File: src/rtl/core/esc_pkg.sv
`timescale 1ns / 1ps
// ----------------------------------------------------------------------------
// esc_pkg
// shared types, opcodes and constants of the compensation core
// ----------------------------------------------------------------------------
package esc_pkg;

    localparam int CfgIdxW  = 3;
    localparam int CfgDataW = 64;
    localparam int MicroW   = 7;

    localparam logic [CfgIdxW-1:0] REG_TEMP_TRIM  = 3'd0;
    localparam logic [CfgIdxW-1:0] REG_PRESS_A    = 3'd1;
    localparam logic [CfgIdxW-1:0] REG_PRESS_B    = 3'd2;
    localparam logic [CfgIdxW-1:0] REG_PRESS_C    = 3'd3;
    localparam logic [CfgIdxW-1:0] REG_HUM_TRIM   = 3'd4;

    localparam logic [19:0] TEMP_SKIP  = 20'h80000;
    localparam logic [19:0] PRESS_SKIP = 20'h80000;
    localparam logic [15:0] HUM_SKIP   = 16'h8000;
    localparam logic [31:0] HUM_MAX    = 32'd419430400;

    typedef enum logic [1:0] {
        ST_IDLE,
        ST_RUN,
        ST_DIV,
        ST_OUT
    } state_t;

    // operand sources
    typedef enum logic [3:0] {
        SRC_R0, SRC_R1, SRC_R2, SRC_R3, SRC_R4, SRC_R5, SRC_R6, SRC_R7,
        SRC_CONST, SRC_ZERO
    } src_t;

    // alu operations
    typedef enum logic [2:0] {
        OP_ADD,
        OP_SUB,
        OP_MUL,
        OP_ASR,
        OP_LSR,
        OP_SHL
    } op_t;

    typedef struct packed {
        op_t         op;
        src_t        a;
        src_t        b;
        logic [2:0]  dst;
        logic [31:0] k;
    } uop_t;

    typedef struct packed {
        logic        start;
        logic [31:0] num;
        logic [31:0] den;
    } div_req_t;

    typedef struct packed {
        logic        done;
        logic [31:0] quo;
    } div_rsp_t;

endpackage

File: src/rtl/core/esc_if.sv
`timescale 1ns / 1ps
// ----------------------------------------------------------------------------
// esc_in_if / esc_out_if / esc_cfg_if
// valid-ready channels of the compensation core
// ----------------------------------------------------------------------------
interface esc_in_if;
    logic        valid;
    logic        ready;
    logic [19:0] adc_temp;
    logic [19:0] adc_press;
    logic [15:0] adc_hum;
    modport source (output valid, adc_temp, adc_press, adc_hum, input ready);
    modport sink   (input valid, adc_temp, adc_press, adc_hum, output ready);
endinterface

interface esc_out_if;
    logic        valid;
    logic        ready;
    logic [31:0] temp_centi;
    logic [31:0] press_pa;
    logic [16:0] hum_q10;
    logic        temp_ok;
    logic        press_ok;
    logic        hum_ok;
    modport source (output valid, temp_centi, press_pa, hum_q10, temp_ok, press_ok,
                    hum_ok, input ready);
    modport sink   (input valid, temp_centi, press_pa, hum_q10, temp_ok, press_ok,
                    hum_ok, output ready);
endinterface

interface esc_cfg_if;
    logic        valid;
    logic        ready;
    logic [2:0]  index;
    logic [63:0] data;
    modport source (output valid, index, data, input ready);
    modport sink   (input valid, index, data, output ready);
endinterface

File: src/rtl/core/esc_div.sv
`timescale 1ns / 1ps
// ----------------------------------------------------------------------------
// esc_div
// unsigned 32-bit restoring divider, one quotient bit per cycle
// ----------------------------------------------------------------------------
module esc_div
    import esc_pkg::*;
(
    input  logic     clk,
    input  logic     rst_n,
    input  div_req_t req,
    output div_rsp_t rsp
);

    logic [31:0] quo_reg, quo_next;
    logic [32:0] rem_reg, rem_next;
    logic [31:0] den_reg, den_next;
    logic [5:0]  cnt_reg, cnt_next;
    logic        busy_reg, busy_next;
    logic        done_reg, done_next;
    logic [32:0] trial;

    always_ff @(posedge clk or negedge rst_n)
    begin
        if (!rst_n)
        begin
            busy_reg <= 1'b0;
            done_reg <= 1'b0;
            cnt_reg  <= '0;
        end
        else
        begin
            busy_reg <= busy_next;
            done_reg <= done_next;
            cnt_reg  <= cnt_next;
        end
    end

    always_ff @(posedge clk)
    begin
        quo_reg <= quo_next;
        rem_reg <= rem_next;
        den_reg <= den_next;
    end

    always_comb
    begin
        quo_next  = quo_reg;
        rem_next  = rem_reg;
        den_next  = den_reg;
        cnt_next  = cnt_reg;
        busy_next = busy_reg;
        done_next = 1'b0;
        trial     = {rem_reg[31:0], quo_reg[31]};
        if (req.start)
        begin
            quo_next  = req.num;
            rem_next  = '0;
            den_next  = req.den;
            cnt_next  = 6'd32;
            busy_next = 1'b1;
        end
        else if (busy_reg)
        begin
            if (trial >= {1'b0, den_reg})
            begin
                rem_next = trial - {1'b0, den_reg};
                quo_next = {quo_reg[30:0], 1'b1};
            end
            else
            begin
                rem_next = trial;
                quo_next = {quo_reg[30:0], 1'b0};
            end
            cnt_next = cnt_reg - 6'd1;
            if (cnt_reg == 6'd1)
            begin
                busy_next = 1'b0;
                done_next = 1'b1;
            end
        end
    end

    assign rsp.done = done_reg;
    assign rsp.quo  = quo_reg;

endmodule

File: src/rtl/core/esc_alu.sv
`timescale 1ns / 1ps
// ----------------------------------------------------------------------------
// esc_alu
// shared 32-bit arithmetic unit with a register file of eight words
// ----------------------------------------------------------------------------
module esc_alu
    import esc_pkg::*;
(
    input  logic        clk,
    input  logic        en,
    input  uop_t        uop,
    input  logic        ld,
    input  logic [2:0]  ld_dst,
    input  logic [31:0] ld_val,
    output logic [31:0] rf [8]
);

    logic [31:0] rf_reg [8];
    logic [31:0] a, b, y;
    logic [63:0] prod;

    function automatic logic [31:0] pick(input src_t s, input logic [31:0] k,
                                         input logic [31:0] r [8]);
        logic [31:0] v;
        case (s)
            SRC_R0:    v = r[0];
            SRC_R1:    v = r[1];
            SRC_R2:    v = r[2];
            SRC_R3:    v = r[3];
            SRC_R4:    v = r[4];
            SRC_R5:    v = r[5];
            SRC_R6:    v = r[6];
            SRC_R7:    v = r[7];
            SRC_CONST: v = k;
            default:   v = '0;
        endcase
        return v;
    endfunction

    always_comb
    begin
        a    = pick(uop.a, uop.k, rf_reg);
        b    = pick(uop.b, uop.k, rf_reg);
        prod = a * b;
        case (uop.op)
            OP_ADD:  y = a + b;
            OP_SUB:  y = a - b;
            OP_MUL:  y = prod[31:0];
            OP_ASR:  y = 32'($signed(a) >>> b[4:0]);
            OP_LSR:  y = a >> b[4:0];
            OP_SHL:  y = a << b[4:0];
            default: y = '0;
        endcase
    end

    always_ff @(posedge clk)
    begin
        if (ld)
            rf_reg[ld_dst] <= ld_val;
        else if (en)
            rf_reg[uop.dst] <= y;
    end

    assign rf = rf_reg;

endmodule

File: src/rtl/core/esc_seq.sv
`timescale 1ns / 1ps
// ----------------------------------------------------------------------------
// esc_seq
// microcode sequencer driving the shared alu and divider
// ----------------------------------------------------------------------------
module esc_seq
    import esc_pkg::*;
(
    input  logic              clk,
    input  logic              rst_n,
    esc_in_if.sink            in_ch,
    esc_out_if.source         out_ch,
    input  logic [47:0]       temp_trim,
    input  logic [47:0]       press_a,
    input  logic [47:0]       press_b,
    input  logic [47:0]       press_c,
    input  logic [63:0]       hum_trim,
    output logic              busy
);

    // microprogram regions
    localparam logic [MicroW-1:0] T_BEG = 7'd0;
    localparam logic [MicroW-1:0] T_END = 7'd17;
    localparam logic [MicroW-1:0] P_BEG = 7'd18;
    localparam logic [MicroW-1:0] P_DEN = 7'd43;  // divisor and dividend ready
    localparam logic [MicroW-1:0] P_DIV = 7'd44;  // first step after the division
    localparam logic [MicroW-1:0] P_END = 7'd64;
    localparam logic [MicroW-1:0] H_BEG = 7'd65;
    localparam logic [MicroW-1:0] H_END = 7'd101;
    // operand load steps ahead of each channel
    localparam logic [MicroW-1:0] T_LD  = 7'd110;
    localparam logic [MicroW-1:0] P_LD  = 7'd111;
    localparam logic [MicroW-1:0] H_LD  = 7'd112;

    state_t state_reg, state_next;
    logic [MicroW-1:0] pc_reg, pc_next;
    logic [31:0] fine_reg, fine_next;
    logic [19:0] at_reg, ap_reg;
    logic [15:0] ah_reg;
    logic [31:0] t_reg, p_reg;
    logic [16:0] h_reg;
    logic tok_reg, pok_reg, hok_reg;
    logic tdo, pdo, hdo;
    logic [31:0] rf [8];
    uop_t uop;
    logic en, ld;
    logic [2:0] ld_dst;
    logic [31:0] ld_val;
    div_req_t dreq;
    div_rsp_t drsp;
    logic [31:0] hx;

    logic [31:0] t1, t2, t3, p1, p2, p3, p4, p5, p6, p7, p8, p9;
    logic [31:0] h1, h2, h3, h4, h5, h6;

    assign t1 = {16'd0, temp_trim[15:0]};
    assign t2 = {{16{temp_trim[31]}}, temp_trim[31:16]};
    assign t3 = {{16{temp_trim[47]}}, temp_trim[47:32]};
    assign p1 = {16'd0, press_a[15:0]};
    assign p2 = {{16{press_a[31]}}, press_a[31:16]};
    assign p3 = {{16{press_a[47]}}, press_a[47:32]};
    assign p4 = {{16{press_b[15]}}, press_b[15:0]};
    assign p5 = {{16{press_b[31]}}, press_b[31:16]};
    assign p6 = {{16{press_b[47]}}, press_b[47:32]};
    assign p7 = {{16{press_c[15]}}, press_c[15:0]};
    assign p8 = {{16{press_c[31]}}, press_c[31:16]};
    assign p9 = {{16{press_c[47]}}, press_c[47:32]};
    assign h1 = {24'd0, hum_trim[7:0]};
    assign h2 = {{16{hum_trim[23]}}, hum_trim[23:8]};
    assign h3 = {24'd0, hum_trim[31:24]};
    assign h4 = {{20{hum_trim[43]}}, hum_trim[43:32]};
    assign h5 = {{20{hum_trim[55]}}, hum_trim[55:44]};
    assign h6 = {{24{hum_trim[63]}}, hum_trim[63:56]};

    function automatic uop_t u(input op_t o, input src_t a, input src_t b,
                               input logic [2:0] d, input logic [31:0] k);
        uop_t r;
        r.op = o; r.a = a; r.b = b; r.dst = d; r.k = k;
        return r;
    endfunction

    // microprogram: one alu operation per step
    always_comb
    begin
        case (pc_reg)
            // temperature
            7'd0:  uop = u(OP_LSR, SRC_R0, SRC_CONST, 3'd1, 32'd3);
            7'd1:  uop = u(OP_SHL, SRC_CONST, SRC_CONST, 3'd2, t1 << 1);
            7'd2:  uop = u(OP_SUB, SRC_R1, SRC_CONST, 3'd1, t1 << 1);
            7'd3:  uop = u(OP_MUL, SRC_R1, SRC_CONST, 3'd1, t2);
            7'd4:  uop = u(OP_ASR, SRC_R1, SRC_CONST, 3'd1, 32'd11);
            7'd5:  uop = u(OP_LSR, SRC_R0, SRC_CONST, 3'd2, 32'd4);
            7'd6:  uop = u(OP_SUB, SRC_R2, SRC_CONST, 3'd2, t1);
            7'd7:  uop = u(OP_MUL, SRC_R2, SRC_R2, 3'd2, 32'd0);
            7'd8:  uop = u(OP_ASR, SRC_R2, SRC_CONST, 3'd2, 32'd12);
            7'd9:  uop = u(OP_MUL, SRC_R2, SRC_CONST, 3'd2, t3);
            7'd10: uop = u(OP_ASR, SRC_R2, SRC_CONST, 3'd2, 32'd14);
            7'd11: uop = u(OP_ADD, SRC_R1, SRC_R2, 3'd7, 32'd0);
            7'd12: uop = u(OP_MUL, SRC_R7, SRC_CONST, 3'd1, 32'd5);
            7'd13: uop = u(OP_ADD, SRC_R1, SRC_CONST, 3'd1, 32'd128);
            7'd14: uop = u(OP_ASR, SRC_R1, SRC_CONST, 3'd1, 32'd8);
            7'd15: uop = u(OP_ADD, SRC_R1, SRC_ZERO, 3'd1, 32'd0);
            7'd16: uop = u(OP_ADD, SRC_R1, SRC_ZERO, 3'd1, 32'd0);
            7'd17: uop = u(OP_ADD, SRC_R1, SRC_ZERO, 3'd1, 32'd0);
            // pressure: r7 fine, r0 adc
            7'd18: uop = u(OP_ASR, SRC_R7, SRC_CONST, 3'd1, 32'd1);
            7'd19: uop = u(OP_SUB, SRC_R1, SRC_CONST, 3'd1, 32'd64000);
            7'd20: uop = u(OP_ASR, SRC_R1, SRC_CONST, 3'd2, 32'd2);
            7'd21: uop = u(OP_MUL, SRC_R2, SRC_R2, 3'd2, 32'd0);
            7'd22: uop = u(OP_ASR, SRC_R2, SRC_CONST, 3'd3, 32'd11);
            7'd23: uop = u(OP_MUL, SRC_R3, SRC_CONST, 3'd3, p6);
            7'd24: uop = u(OP_MUL, SRC_R1, SRC_CONST, 3'd4, p5);
            7'd25: uop = u(OP_SHL, SRC_R4, SRC_CONST, 3'd4, 32'd1);
            7'd26: uop = u(OP_ADD, SRC_R3, SRC_R4, 3'd3, 32'd0);
            7'd27: uop = u(OP_ASR, SRC_R3, SRC_CONST, 3'd3, 32'd2);
            7'd28: uop = u(OP_ADD, SRC_R3, SRC_CONST, 3'd3, p4 << 16);
            7'd29: uop = u(OP_ASR, SRC_R2, SRC_CONST, 3'd2, 32'd13);
            7'd30: uop = u(OP_MUL, SRC_R2, SRC_CONST, 3'd2, p3);
            7'd31: uop = u(OP_ASR, SRC_R2, SRC_CONST, 3'd2, 32'd3);
            7'd32: uop = u(OP_MUL, SRC_R1, SRC_CONST, 3'd1, p2);
            7'd33: uop = u(OP_ASR, SRC_R1, SRC_CONST, 3'd1, 32'd1);
            7'd34: uop = u(OP_ADD, SRC_R1, SRC_R2, 3'd1, 32'd0);
            7'd35: uop = u(OP_ASR, SRC_R1, SRC_CONST, 3'd1, 32'd18);
            7'd36: uop = u(OP_ADD, SRC_R1, SRC_CONST, 3'd1, 32'd32768);
            7'd37: uop = u(OP_MUL, SRC_R1, SRC_CONST, 3'd1, p1);
            7'd38: uop = u(OP_ASR, SRC_R1, SRC_CONST, 3'd1, 32'd15);
            7'd39: uop = u(OP_SUB, SRC_CONST, SRC_R0, 3'd2, 32'd1048576);
            7'd40: uop = u(OP_ASR, SRC_R3, SRC_CONST, 3'd3, 32'd12);
            7'd41: uop = u(OP_SUB, SRC_R2, SRC_R3, 3'd2, 32'd0);
            7'd42: uop = u(OP_MUL, SRC_R2, SRC_CONST, 3'd2, 32'd3125);
            7'd43: uop = u(OP_SHL, SRC_R2, SRC_CONST, 3'd3, 32'd1);
            // r2 = p after division
            7'd44: uop = u(OP_LSR, SRC_R2, SRC_CONST, 3'd3, 32'd3);
            7'd45: uop = u(OP_MUL, SRC_R3, SRC_R3, 3'd3, 32'd0);
            7'd46: uop = u(OP_LSR, SRC_R3, SRC_CONST, 3'd3, 32'd13);
            7'd47: uop = u(OP_MUL, SRC_R3, SRC_CONST, 3'd3, p9);
            7'd48: uop = u(OP_ASR, SRC_R3, SRC_CONST, 3'd3, 32'd12);
            7'd49: uop = u(OP_LSR, SRC_R2, SRC_CONST, 3'd4, 32'd2);
            7'd50: uop = u(OP_MUL, SRC_R4, SRC_CONST, 3'd4, p8);
            7'd51: uop = u(OP_ASR, SRC_R4, SRC_CONST, 3'd4, 32'd13);
            7'd52: uop = u(OP_ADD, SRC_R3, SRC_R4, 3'd3, 32'd0);
            7'd53: uop = u(OP_ADD, SRC_R3, SRC_CONST, 3'd3, p7);
            7'd54: uop = u(OP_ASR, SRC_R3, SRC_CONST, 3'd3, 32'd4);
            7'd55: uop = u(OP_ADD, SRC_R2, SRC_R3, 3'd2, 32'd0);
            // humidity: r6 adc
            7'd65: uop = u(OP_SUB, SRC_R7, SRC_CONST, 3'd1, 32'd76800);
            7'd66: uop = u(OP_SHL, SRC_R6, SRC_CONST, 3'd2, 32'd14);
            7'd67: uop = u(OP_SUB, SRC_R2, SRC_CONST, 3'd2, h4 << 20);
            7'd68: uop = u(OP_MUL, SRC_R1, SRC_CONST, 3'd3, h5);
            7'd69: uop = u(OP_SUB, SRC_R2, SRC_R3, 3'd2, 32'd0);
            7'd70: uop = u(OP_ADD, SRC_R2, SRC_CONST, 3'd2, 32'd16384);
            7'd71: uop = u(OP_ASR, SRC_R2, SRC_CONST, 3'd2, 32'd15);
            7'd72: uop = u(OP_MUL, SRC_R1, SRC_CONST, 3'd3, h6);
            7'd73: uop = u(OP_ASR, SRC_R3, SRC_CONST, 3'd3, 32'd10);
            7'd74: uop = u(OP_MUL, SRC_R1, SRC_CONST, 3'd4, h3);
            7'd75: uop = u(OP_ASR, SRC_R4, SRC_CONST, 3'd4, 32'd11);
            7'd76: uop = u(OP_ADD, SRC_R4, SRC_CONST, 3'd4, 32'd32768);
            7'd77: uop = u(OP_MUL, SRC_R3, SRC_R4, 3'd3, 32'd0);
            7'd78: uop = u(OP_ASR, SRC_R3, SRC_CONST, 3'd3, 32'd10);
            7'd79: uop = u(OP_ADD, SRC_R3, SRC_CONST, 3'd3, 32'd2097152);
            7'd80: uop = u(OP_MUL, SRC_R3, SRC_CONST, 3'd3, h2);
            7'd81: uop = u(OP_ADD, SRC_R3, SRC_CONST, 3'd3, 32'd8192);
            7'd82: uop = u(OP_ASR, SRC_R3, SRC_CONST, 3'd3, 32'd14);
            7'd83: uop = u(OP_MUL, SRC_R2, SRC_R3, 3'd2, 32'd0);
            7'd84: uop = u(OP_ASR, SRC_R2, SRC_CONST, 3'd3, 32'd15);
            7'd85: uop = u(OP_MUL, SRC_R3, SRC_R3, 3'd3, 32'd0);
            7'd86: uop = u(OP_ASR, SRC_R3, SRC_CONST, 3'd3, 32'd7);
            7'd87: uop = u(OP_MUL, SRC_R3, SRC_CONST, 3'd3, h1);
            7'd88: uop = u(OP_ASR, SRC_R3, SRC_CONST, 3'd3, 32'd4);
            7'd89: uop = u(OP_SUB, SRC_R2, SRC_R3, 3'd2, 32'd0);
            default: uop = u(OP_ADD, SRC_ZERO, SRC_ZERO, 3'd5, 32'd0);
        endcase
    end

    assign tdo = (at_reg != TEMP_SKIP);
    assign pdo = (ap_reg != PRESS_SKIP);
    assign hdo = (ah_reg != HUM_SKIP);

    // humidity clamp on the final value
    always_comb
    begin
        hx = rf[2];
        if (hx[31])
            hx = '0;
        if (hx > HUM_MAX)
            hx = HUM_MAX;
    end

    esc_alu u_alu (
        .clk    (clk),
        .en     (en),
        .uop    (uop),
        .ld     (ld),
        .ld_dst (ld_dst),
        .ld_val (ld_val),
        .rf     (rf)
    );

    esc_div u_div (
        .clk   (clk),
        .rst_n (rst_n),
        .req   (dreq),
        .rsp   (drsp)
    );

    always_ff @(posedge clk or negedge rst_n)
    begin
        if (!rst_n)
        begin
            state_reg <= ST_IDLE;
            pc_reg    <= '0;
            fine_reg  <= '0;
        end
        else
        begin
            state_reg <= state_next;
            pc_reg    <= pc_next;
            fine_reg  <= fine_next;
        end
    end

    always_ff @(posedge clk)
    begin
        if (state_reg == ST_IDLE && in_ch.valid)
        begin
            at_reg  <= in_ch.adc_temp;
            ap_reg  <= in_ch.adc_press;
            ah_reg  <= in_ch.adc_hum;
            t_reg   <= '0;
            p_reg   <= '0;
            h_reg   <= '0;
            tok_reg <= 1'b0;
            pok_reg <= 1'b0;
            hok_reg <= 1'b0;
        end
        else if (state_reg == ST_RUN)
        begin
            if (pc_reg == T_END)
            begin
                t_reg   <= rf[1];
                tok_reg <= 1'b1;
            end
            if (pc_reg == P_END)
            begin
                p_reg   <= rf[2];
                pok_reg <= 1'b1;
            end
            if (pc_reg == H_END)
            begin
                h_reg   <= hx[28:12];
                hok_reg <= 1'b1;
            end
        end
    end

    always_comb
    begin
        state_next = state_reg;
        pc_next    = pc_reg;
        fine_next  = fine_reg;
        en         = 1'b0;
        ld         = 1'b0;
        ld_dst     = 3'd0;
        ld_val     = '0;
        dreq.start = 1'b0;
        dreq.num   = rf[2][31] ? rf[2] : {rf[2][30:0], 1'b0};
        dreq.den   = rf[1];
        case (state_reg)
            ST_IDLE:
            begin
                ld     = 1'b1;
                ld_dst = 3'd7;
                ld_val = fine_reg;
                if (in_ch.valid)
                begin
                    state_next = ST_RUN;
                    pc_next    = T_LD;
                end
            end
            ST_RUN:
            begin
                en = 1'b1;
                if (pc_reg == T_LD)
                begin
                    en      = 1'b0;
                    pc_next = P_LD;
                    if (tdo)
                    begin
                        ld      = 1'b1;
                        ld_dst  = 3'd0;
                        ld_val  = {12'd0, at_reg};
                        pc_next = T_BEG;
                    end
                end
                else if (pc_reg == P_LD)
                begin
                    en      = 1'b0;
                    pc_next = H_LD;
                    if (pdo)
                    begin
                        ld      = 1'b1;
                        ld_dst  = 3'd0;
                        ld_val  = {12'd0, ap_reg};
                        pc_next = P_BEG;
                    end
                end
                else if (pc_reg == H_LD)
                begin
                    en = 1'b0;
                    if (hdo)
                    begin
                        ld      = 1'b1;
                        ld_dst  = 3'd6;
                        ld_val  = {16'd0, ah_reg};
                        pc_next = H_BEG;
                    end
                    else
                        state_next = ST_OUT;
                end
                else if (pc_reg == T_END)
                begin
                    en        = 1'b0;
                    fine_next = rf[7];
                    pc_next   = P_LD;
                end
                else if (pc_reg == P_DEN)
                begin
                    if (rf[1] == 32'd0)
                        pc_next = H_LD;
                    else
                    begin
                        dreq.start = 1'b1;
                        state_next = ST_DIV;
                    end
                end
                else if (pc_reg == P_END)
                begin
                    en      = 1'b0;
                    pc_next = H_LD;
                end
                else if (pc_reg == H_END)
                begin
                    en         = 1'b0;
                    state_next = ST_OUT;
                end
                else
                    pc_next = pc_reg + 7'd1;
            end
            ST_DIV:
            begin
                if (drsp.done)
                begin
                    ld         = 1'b1;
                    ld_dst     = 3'd2;
                    ld_val     = rf[2][31] ? (drsp.quo << 1) : drsp.quo;
                    state_next = ST_RUN;
                    pc_next    = P_DIV;
                end
            end
            ST_OUT:
            begin
                if (out_ch.ready)
                    state_next = ST_IDLE;
            end
            default: state_next = ST_IDLE;
        endcase
    end

    assign in_ch.ready       = (state_reg == ST_IDLE);
    assign out_ch.valid      = (state_reg == ST_OUT);
    assign out_ch.temp_centi = t_reg;
    assign out_ch.press_pa   = p_reg;
    assign out_ch.hum_q10    = h_reg;
    assign out_ch.temp_ok    = tok_reg;
    assign out_ch.press_ok   = pok_reg;
    assign out_ch.hum_ok     = hok_reg;
    assign busy              = (state_reg != ST_IDLE);

endmodule

File: src/rtl/core/env_sensor_compensation.sv
`timescale 1ns / 1ps
// ----------------------------------------------------------------------------
// env_sensor_compensation
// integer compensation of raw temperature, pressure and humidity readings
// ----------------------------------------------------------------------------
// One transaction in gives one transaction out. All arithmetic runs through a
// single shared 32-bit alu (one operation per cycle, paused while the divider
// works) under a microcode sequencer, with a one-bit-per-cycle divider for
// pressure. An item passes through temperature, pressure with its division,
// humidity and an output state, then back to idle, where the next input is
// accepted. A skipped channel is passed over at its load step, and a zero
// pressure divisor skips the division and ends pressure; the input is not
// ready until the result is taken.
// Trim registers are written through the cfg channel, which is always ready.
// ----------------------------------------------------------------------------
module env_sensor_compensation
    import esc_pkg::*;
(
    input  logic       clk,
    input  logic       rst_n,
    esc_in_if.sink     in_ch,
    esc_out_if.source  out_ch,
    esc_cfg_if.sink    cfg
);

    logic [47:0] temp_trim_reg, press_a_reg, press_b_reg, press_c_reg;
    logic [63:0] hum_trim_reg;
    logic        busy;

    always_ff @(posedge clk or negedge rst_n)
    begin
        if (!rst_n)
        begin
            temp_trim_reg <= '0;
            press_a_reg   <= '0;
            press_b_reg   <= '0;
            press_c_reg   <= '0;
            hum_trim_reg  <= '0;
        end
        else if (cfg.valid)
        begin
            case (cfg.index)
                REG_TEMP_TRIM: temp_trim_reg <= cfg.data[47:0];
                REG_PRESS_A:   press_a_reg   <= cfg.data[47:0];
                REG_PRESS_B:   press_b_reg   <= cfg.data[47:0];
                REG_PRESS_C:   press_c_reg   <= cfg.data[47:0];
                REG_HUM_TRIM:  hum_trim_reg  <= cfg.data;
                default:       ;
            endcase
        end
    end

    assign cfg.ready = 1'b1;

    esc_seq u_seq (
        .clk       (clk),
        .rst_n     (rst_n),
        .in_ch     (in_ch),
        .out_ch    (out_ch),
        .temp_trim (temp_trim_reg),
        .press_a   (press_a_reg),
        .press_b   (press_b_reg),
        .press_c   (press_c_reg),
        .hum_trim  (hum_trim_reg),
        .busy      (busy)
    );

`ifndef ASSERT_OFF
    a_no_in_busy: assert property (@(posedge clk) disable iff (!rst_n)
        busy |-> !in_ch.ready) else $error("input ready while busy");
    a_out_busy: assert property (@(posedge clk) disable iff (!rst_n)
        out_ch.valid |-> busy) else $error("result without item");
    a_accept_busy: assert property (@(posedge clk) disable iff (!rst_n)
        (in_ch.valid && in_ch.ready) |=> busy) else $error("accept lost");
`endif

endmodule

File: src/flat_wrapper.sv
// flat-port wrapper written by rule: the top's interface ports become plain ports
module env_sensor_compensation_flat import esc_pkg::*;
  (clk, rst_n, in_ch_valid, in_ch_adc_temp, in_ch_adc_press, in_ch_adc_hum, in_ch_ready, out_ch_valid, out_ch_temp_centi, out_ch_press_pa, out_ch_hum_q10, out_ch_temp_ok, out_ch_press_ok, out_ch_hum_ok, out_ch_ready, cfg_valid, cfg_index, cfg_data, cfg_ready);
  esc_in_if in_ch_i ();
  esc_out_if out_ch_i ();
  esc_cfg_if cfg_i ();
  input  logic clk;
  input  logic rst_n;
  input wire logic [$bits(in_ch_i.valid)-1:0] in_ch_valid;
  input wire logic [$bits(in_ch_i.adc_temp)-1:0] in_ch_adc_temp;
  input wire logic [$bits(in_ch_i.adc_press)-1:0] in_ch_adc_press;
  input wire logic [$bits(in_ch_i.adc_hum)-1:0] in_ch_adc_hum;
  output wire logic [$bits(in_ch_i.ready)-1:0] in_ch_ready;
  output wire logic [$bits(out_ch_i.valid)-1:0] out_ch_valid;
  output wire logic [$bits(out_ch_i.temp_centi)-1:0] out_ch_temp_centi;
  output wire logic [$bits(out_ch_i.press_pa)-1:0] out_ch_press_pa;
  output wire logic [$bits(out_ch_i.hum_q10)-1:0] out_ch_hum_q10;
  output wire logic [$bits(out_ch_i.temp_ok)-1:0] out_ch_temp_ok;
  output wire logic [$bits(out_ch_i.press_ok)-1:0] out_ch_press_ok;
  output wire logic [$bits(out_ch_i.hum_ok)-1:0] out_ch_hum_ok;
  input wire logic [$bits(out_ch_i.ready)-1:0] out_ch_ready;
  input wire logic [$bits(cfg_i.valid)-1:0] cfg_valid;
  input wire logic [$bits(cfg_i.index)-1:0] cfg_index;
  input wire logic [$bits(cfg_i.data)-1:0] cfg_data;
  output wire logic [$bits(cfg_i.ready)-1:0] cfg_ready;
  assign in_ch_i.valid = in_ch_valid;
  assign in_ch_i.adc_temp = in_ch_adc_temp;
  assign in_ch_i.adc_press = in_ch_adc_press;
  assign in_ch_i.adc_hum = in_ch_adc_hum;
  assign in_ch_ready = in_ch_i.ready;
  assign out_ch_valid = out_ch_i.valid;
  assign out_ch_temp_centi = out_ch_i.temp_centi;
  assign out_ch_press_pa = out_ch_i.press_pa;
  assign out_ch_hum_q10 = out_ch_i.hum_q10;
  assign out_ch_temp_ok = out_ch_i.temp_ok;
  assign out_ch_press_ok = out_ch_i.press_ok;
  assign out_ch_hum_ok = out_ch_i.hum_ok;
  assign out_ch_i.ready = out_ch_ready;
  assign cfg_i.valid = cfg_valid;
  assign cfg_i.index = cfg_index;
  assign cfg_i.data = cfg_data;
  assign cfg_ready = cfg_i.ready;
  env_sensor_compensation u_core (.clk(clk), .rst_n(rst_n), .in_ch(in_ch_i), .out_ch(out_ch_i), .cfg(cfg_i));
endmodule
File: config.mk
export PLATFORM = sky130hd
export DESIGN_NAME = env_sensor_compensation_flat
export DESIGN_NICKNAME = d
export VERILOG_FILES = /design/src/rtl/core/esc_pkg.sv /design/src/rtl/core/esc_if.sv /design/src/rtl/core/esc_div.sv /design/src/rtl/core/esc_alu.sv /design/src/rtl/core/esc_seq.sv /design/src/rtl/core/env_sensor_compensation.sv /design/src/flat_wrapper.sv
export SDC_FILE = /design/constraint.sdc
export NUM_CORES = 2
export LEC_CHECK = 0
export BUFFER_PORTS_ARGS = -buffer_cell sky130_fd_sc_hd__buf_4
export CELL_PAD_IN_SITES_DETAIL_PLACEMENT = 0
export CELL_PAD_IN_SITES_GLOBAL_PLACEMENT = 2
export CORE_MARGIN = 4
export CORE_UTILIZATION = 38
export CTS_BUF_LIST = sky130_fd_sc_hd__clkbuf_4
export CTS_CLUSTER_DIAMETER = 60
export CTS_CLUSTER_SIZE = 14
export DETAILED_ROUTE_END_ITERATION = 6
export GPL_TIMING_DRIVEN = 1
export MAX_ROUTING_LAYER = met4
export PLACE_DENSITY_LB_ADDON = 0.1
export RECOVER_POWER = 25
export SLEW_MARGIN = 20
export SYNTH_ARGS = -nofsm -noshare
export SYNTH_HDL_FRONTEND = slang
export SYNTH_SLANG_ARGS = --single-unit
File: constraint.sdc
create_clock -name clk -period 12.19 [get_ports clk]
set_clock_uncertainty 0.05 [all_clocks]
set_input_delay 2.438 -clock clk [delete_from_list [all_inputs] [get_ports clk]]
set_output_delay 2.438 -clock clk [all_outputs]
set_load 0.005 [all_outputs]
## After elaboration in Yosys (flattened, before gate mapping)

Index checks and enable logic that the tools add are counted.

- Register bits after elaboration: 797
- Bits of input ports: 128
- Output and inout port bits: 87

- Add/sub/neg operators: 5
- Multiply operators: 1
- $lt $le $gt $ge: 6
- Eq/ne operators: 130
- Shift-type cells: 3
- Muxes and demuxes: 92
- Bitwise operators: 5
- Reductions and logical operators: 32

Operators with widths:

| cell | number |
|---|---|
| 46-bit one-hot mux with 71 select lines | 1 |
| 32-bit one-hot mux with 9 select lines | 2 |
| 256-bit bitwise mux | 2 |
| 256-bit 2-to-1 mux | 2 |
| 32-bit 2-to-1 mux | 10 |
| 7-bit equality test (second input constant) | 30 |
| 32-bit demux with 3-bit select | 2 |
| 32-bit one-hot mux with 6 select lines | 1 |
| 7-bit by 6-bit equality test with 1-bit output (second input constant) | 24 |
| 7-bit by 5-bit equality test with 1-bit output (second input constant) | 16 |
| 32-bit one-hot mux with 3 select lines | 1 |
| 7-bit 2-to-1 mux | 13 |
| 32-bit subtractor | 2 |
| 7-bit by 4-bit equality test with 1-bit output (second input constant) | 8 |
| 20-bit 2-to-1 mux | 2 |
| 20-bit inequality test (second input constant) | 2 |
| 33-bit by 32-bit greater-or-equal comparator with 1-bit output | 1 |
| 32-bit adder | 1 |
| 4-bit by 3-bit equality test with 1-bit output (second input constant) | 8 |
| 32-bit zero test | 1 |
| 32-bit by 32-bit multiplier with 32-bit output | 1 |
| 16-bit 2-to-1 mux | 2 |
| 32-bit by 5-bit left shift with 32-bit output | 1 |
| 32-bit by 5-bit right shift with 32-bit output | 1 |
| other kinds (54) | 140 |

## Depth between registers and ports, before layout

- Depth after elaboration: 13
- Depth in mapped cells: 52
- Depth with buffers taken out: 43

## By module

Synthesis repeated with hierarchy kept, for this count alone.

- Cells, all modules: 6,815
- Area total of the unflattened synthesis: 64,984.8 um^2

Modules (own cells, without submodules):

| module | instances | cells each | area an instance (um^2) | sequential area each (um^2) |
|---|---|---|---|---|
| esc_alu | 1 | 4,186 | 37,166.9 | 7,687.4 |
| esc_seq | 1 | 1,484 | 12,062.8 | 4,389.2 |
| env_sensor_compensation | 1 | 546 | 9,576.7 | 6,406.1 |
| esc_div | 1 | 599 | 6,178.4 | 2,762.6 |

## Least setup slack after synthesis

OpenSTA, ideal clock, no wires.

- Path kind: register to register
- Start point: reg u_core.u_seq.pc_reg[0]
- End point: reg u_core.u_seq.u_alu.rf_reg, in the netlist u_core.u_seq.u_alu.rf[191] (data pin)
- Setup time: 271 ps
- Data arrival time: 11,051 ps
- Data required time: 11,869 ps
- Setup slack: 818 ps
- Cell stages (with the launch flop): 47
- Buffers on the path: 5
- Cell sequence: dfrtp_1 -> inv_1 -> ha_1 -> clkbuf_1 -> or2_2 -> o211ai_1 -> o221ai_1 -> or4_1 -> buf_4 -> nor3_4 -> nor3_2 -> a32o_1 -> a211oi_2 -> clkbuf_1 -> clkbuf_1 -> buf_1 -> nor2_1 -> fa_1 -> (+11 left out) -> ha_1 -> o21ai_0 -> a21boi_0 -> o21ai_0 -> nand2b_1 -> a21o_1 -> nand2_1 -> a211oi_1 -> o31ai_1 -> o311a_1 -> a2111oi_0 -> a211o_1 -> o21ai_0 -> nand2b_1 -> a21oi_1 -> xnor2_1 -> a221oi_2 -> o22ai_1

- Cells in the longest elaborated chain, start to end: 12

Ends and longest elaborated chain:

| item | line | source |
|---|---|---|
| from (decl) | esc_seq.sv:36 | `logic [MicroW-1:0] pc_reg, pc_next;` |
| from (signal assigned) | esc_seq.sv:217 | `pc_reg <= pc_next;` |
| branches (longest 11 deep; another with 32-bit by 32-bit multiplier with 32-bit output) | -- |  |
| 256-bit 2-to-1 mux (*) | esc_alu.sv:58 | `if (ld)` |
| to (signal, indexed assignment) | esc_alu.sv:59 | `rf_reg[ld_dst] <= ld_val;` |
| to (signal, indexed assignment) | esc_alu.sv:61 | `rf_reg[uop.dst] <= y;` |
| to (decl) | esc_alu.sv:18 | `logic [31:0] rf_reg [8];` |

Every way passes the cells marked *. The select of a mux whose other input is x is not followed.
A chain may end at the register's enable or synchronous reset.

## Final worst setup path

- Start point: reg u_core.u_seq.pc_reg[0]
- End point: reg u_core.u_seq.u_alu.rf_reg, in the netlist u_core.u_seq.u_alu.rf[94] (data pin)

The elaborated chain is that of the path after synthesis.

==> flow_metrics.env <==
export IMPL_outcome="finished, violations left"
export IMPL_failed_checks="design-rule violations, max-capacitance violations, max-slew violations"
export IMPL_min_path_type="flip-flop to flip-flop"
export IMPL_netlist_area_um2=61100
export IMPL_ys_flop_type="edfxtp_1"
export IMPL_largest_register_ffs=256
export IMPL_slowest_stage="nor4bb_1"
export IMPL_routed_wl_um=296000
export IMPL_critPathCaptureType="flip-flop"
export IMPL_synth_avg_cell_area_um2=9.50
export IMPL_required_ns=12.93
export IMPL_crit_top_cell="fa_1"
export IMPL_period_share=0.986
export IMPL_clk_pin_slew_ns=0.12
export IMPL_final_max_slew_viol_count=507
export IMPL_initial_utilization=0.384
export IMPL_synth_edf_count=376
export IMPL_final_min_clock_period_ns=12.01
export IMPL_area_growth_pct=14.3
export IMPL_die_h_um=409
export IMPL_max_stage_delay_ns=0.69
export IMPL_route_antenna_remaining_nets=0
export IMPL_via_per_inst=5.97
export IMPL_synth_warnings=0
export IMPL_whs_endpoint="u_core.u_seq.out_ch.temp_centi[7]$_SDFFE_PP0P_"
export IMPL_critPathLaunchType="flip-flop"
export IMPL_drive_gt1_frac=0.191
export IMPL_whs_path_depth=2
export IMPL_hold_viol=0
export IMPL_grt_first_pass_wirelength_um=417000
export IMPL_coreArea_um2=159000
export IMPL_worstMarginPinSlew_ns=4.47
export IMPL_netlist_instances=6437
export IMPL_worstHoldStart="u_core.u_seq.out_ch.temp_centi[7]$_SDFFE_PP0P_"
export IMPL_drt_iter0_markers=6080
export IMPL_rsz0062_at_grt="false"
export IMPL_cts_root_buf="clkbuf_4"
export IMPL_maxCapViolations=7
export IMPL_routedWlPerCell_um=32.7
export IMPL_fmax_mhz=83.2
export IMPL_grt_total_usage=0.357
export IMPL_first_pass_iters=7
export IMPL_slew_headroom=-1.98
export IMPL_h_tree_depth=3
export IMPL_ys_ff_latch=797
export IMPL_hpwlAfterDp_um=236000
export IMPL_place_gp_congestion=1.02
export IMPL_r2r_start="u_core.u_seq.pc_reg[0]$_DFFE_PN0P_"
export IMPL_critical_path_class="flip-flop to flip-flop"
export IMPL_rr_endpoint="u_core.u_seq.u_alu.rf[94]$_DFFE_PP_"
export IMPL_cts_inserted_buffers=87
export IMPL_insertion_delay_ns=1.14
export IMPL_cts_buffer_depth=3
export IMPL_crit_start="u_core.u_seq.pc_reg[0]$_DFFE_PN0P_"
export IMPL_port_buffers=213
export IMPL_crit_arrival_ns=12.75
export IMPL_cts_tree="yes"
export IMPL_rrSetupSlack_ns=0.18
export IMPL_cts_sinks=797
export IMPL_async_flop_share=0.383
export IMPL_seq_area_frac_synth=0.348
export IMPL_grt_start_max_net_pins=163
export IMPL_drc=1
export IMPL_ios=215
export IMPL_grt_antenna_before_repair=18
export IMPL_die_area_um2=167000
export IMPL_worst_r2r_cell_count=40
export IMPL_via_count=54100
export IMPL_placementRows=146
export IMPL_ys_types=115
export IMPL_layout_nets=7582
export IMPL_grt_pass1_vias=53700
export IMPL_die_x_um=409
export IMPL_grt_overflow=0
export IMPL_fin_tns_setup_ns=0
export IMPL_setup_viol=0
export IMPL_critPathMaxFanout=16
[synthesized netlist by cell type (all sizes together), types with 48 or more instances]
cell type  count  area share
nand2        736       0.045
nor2         715       0.044
inv          525       0.032
fa           410        0.13
edfxtp       376        0.18
a21oi        312       0.026
dfrtp        305        0.12
mux2         287       0.053
clkbuf       281       0.017
o21ai        269       0.022
ha           200       0.041
mux2i        184       0.030
a22oi        153       0.019
buf          148       0.013
nand3        128       0.011
dfxtp        116       0.038
xnor2        114       0.016
nor2b         82      0.0084
nor3          71      0.0064
and3          66      0.0068
and2          58      0.0059
o22ai         58      0.0059
xor2          53      0.0076
a221o         51      0.0084
nor4          49      0.0061
a21o          48      0.0059
nand2b        48      0.0049
[worst max-delay path: cells and delay by family (launching register included)]
| family | cells | cell delay (ns) |
|---|---|---|
| buffers and inverters | 11 | 1.92 |
| AO/OA/AOI/OAI | 10 | 2.06 |
| flip-flops | 1 | 0.45 |
| adder cells (fa/ha/maj) | 10 | 4.74 |
| AND/OR/NAND/NOR | 9 | 2.46 |
[stage by stage]
stage	hold WS (ns)	instance area (um2)	utilization	setup WS (ns)	instances
CTS	0.416	69700	0.438	0.0203	9042
finish	0.412	69900	0.439	0.177	9068
global route	0.432	69900	0.439	0.00600	9065
detailed placement	0.398	68400	0.430	-0.00436	8887
global placement	0.392	68300	0.430	-0.126	8887
floorplan	0.395	61200	-	0.818	6448
[cells by family after synthesis]
family                   after synthesis  share of synthesized area
AND/OR/NAND/NOR                     2165                      0.165
AO/OA/AOI/OAI                       1261                      0.140
buffers and inverters                960                     0.0633
flip-flops                           797                      0.348
adder cells (fa/ha/maj)              610                      0.175
multiplexers                         472                     0.0834
XOR/XNOR                             170                     0.0252
other                                  2                   0.000123
[layout by cell type (no fill, tap or decap), types with 39 or more instances in the layout]
cell type    n
nor2_1     708
and2_1      52
fa_1       410
o22ai_1     57
edfxtp_1   376
clkbuf_4   152
a221o_1     50
o21ai_0    248
inv_1      516
xnor2_1    112
nand2b_1    48
dfrtp_1    302
or2_2       39
a21o_1      48
a22oi_1    149
dfxtp_1    116
nor2b_1     81
ha_1       198
a21oi_1    307
buf_4      614
xor2_1      53
and3_1      65
mux2i_1    184
nand4_1     47
mux2_2     285
buf_12      53
nand3_1    125
nor3_1      59
nand2_1    731
[per-layer routing]
layer	up-vias	part of all wire	track usage
li1	23200	-	-
met1	27900	0.43	0.484
met2	2536	0.45	0.543
met3	513	0.078	0.0594
met4	0	0.046	0.127
met5	-	0	-
[final cells by class]
type	instances	area, um2
Sequential cell	797	21200
Fill cell	15700	89200
Inverter	531	1990
Antenna cell	12	30.0
Tap cell	2146	2690
Clock buffer	101	758
Clock inverter	54	562
Multi-Input combinational cell	4691	36500
Timing Repair Buffer	736	6140
[worst max path at each step]
stage                                      endpoint  slack [ns]  cells after the start
6_report        u_core.u_seq.u_alu.rf[94]$_DFFE_PP_        0.18                     40
3_3_place_gp   u_core.u_seq.u_alu.rf[185]$_DFFE_PP_       -0.13                     46
3_5_place_dp   u_core.u_seq.u_alu.rf[185]$_DFFE_PP_      -0.004                     38
5_1_grt         u_core.u_seq.u_alu.rf[89]$_DFFE_PP_       0.006                     49
2_1_floorplan  u_core.u_seq.u_alu.rf[191]$_DFFE_PP_        0.82                     46
4_1_cts        u_core.u_seq.u_alu.rf[121]$_DFFE_PP_        0.02                     40
[timing repair]
| action | 4_1_cts | 5_1_grt |
|---|---|---|
| resized for setup | 3 | 23 |
| setup buffers | 0 | 14 |
| pin swaps | 0 | 8 |
| setup endpoints to repair | 2 | 40 |
| hold buffers | 0 | 0 |
Power is not shown: default switching activity piles up to over one toggle a cycle in this logic, so the estimate is an artifact.
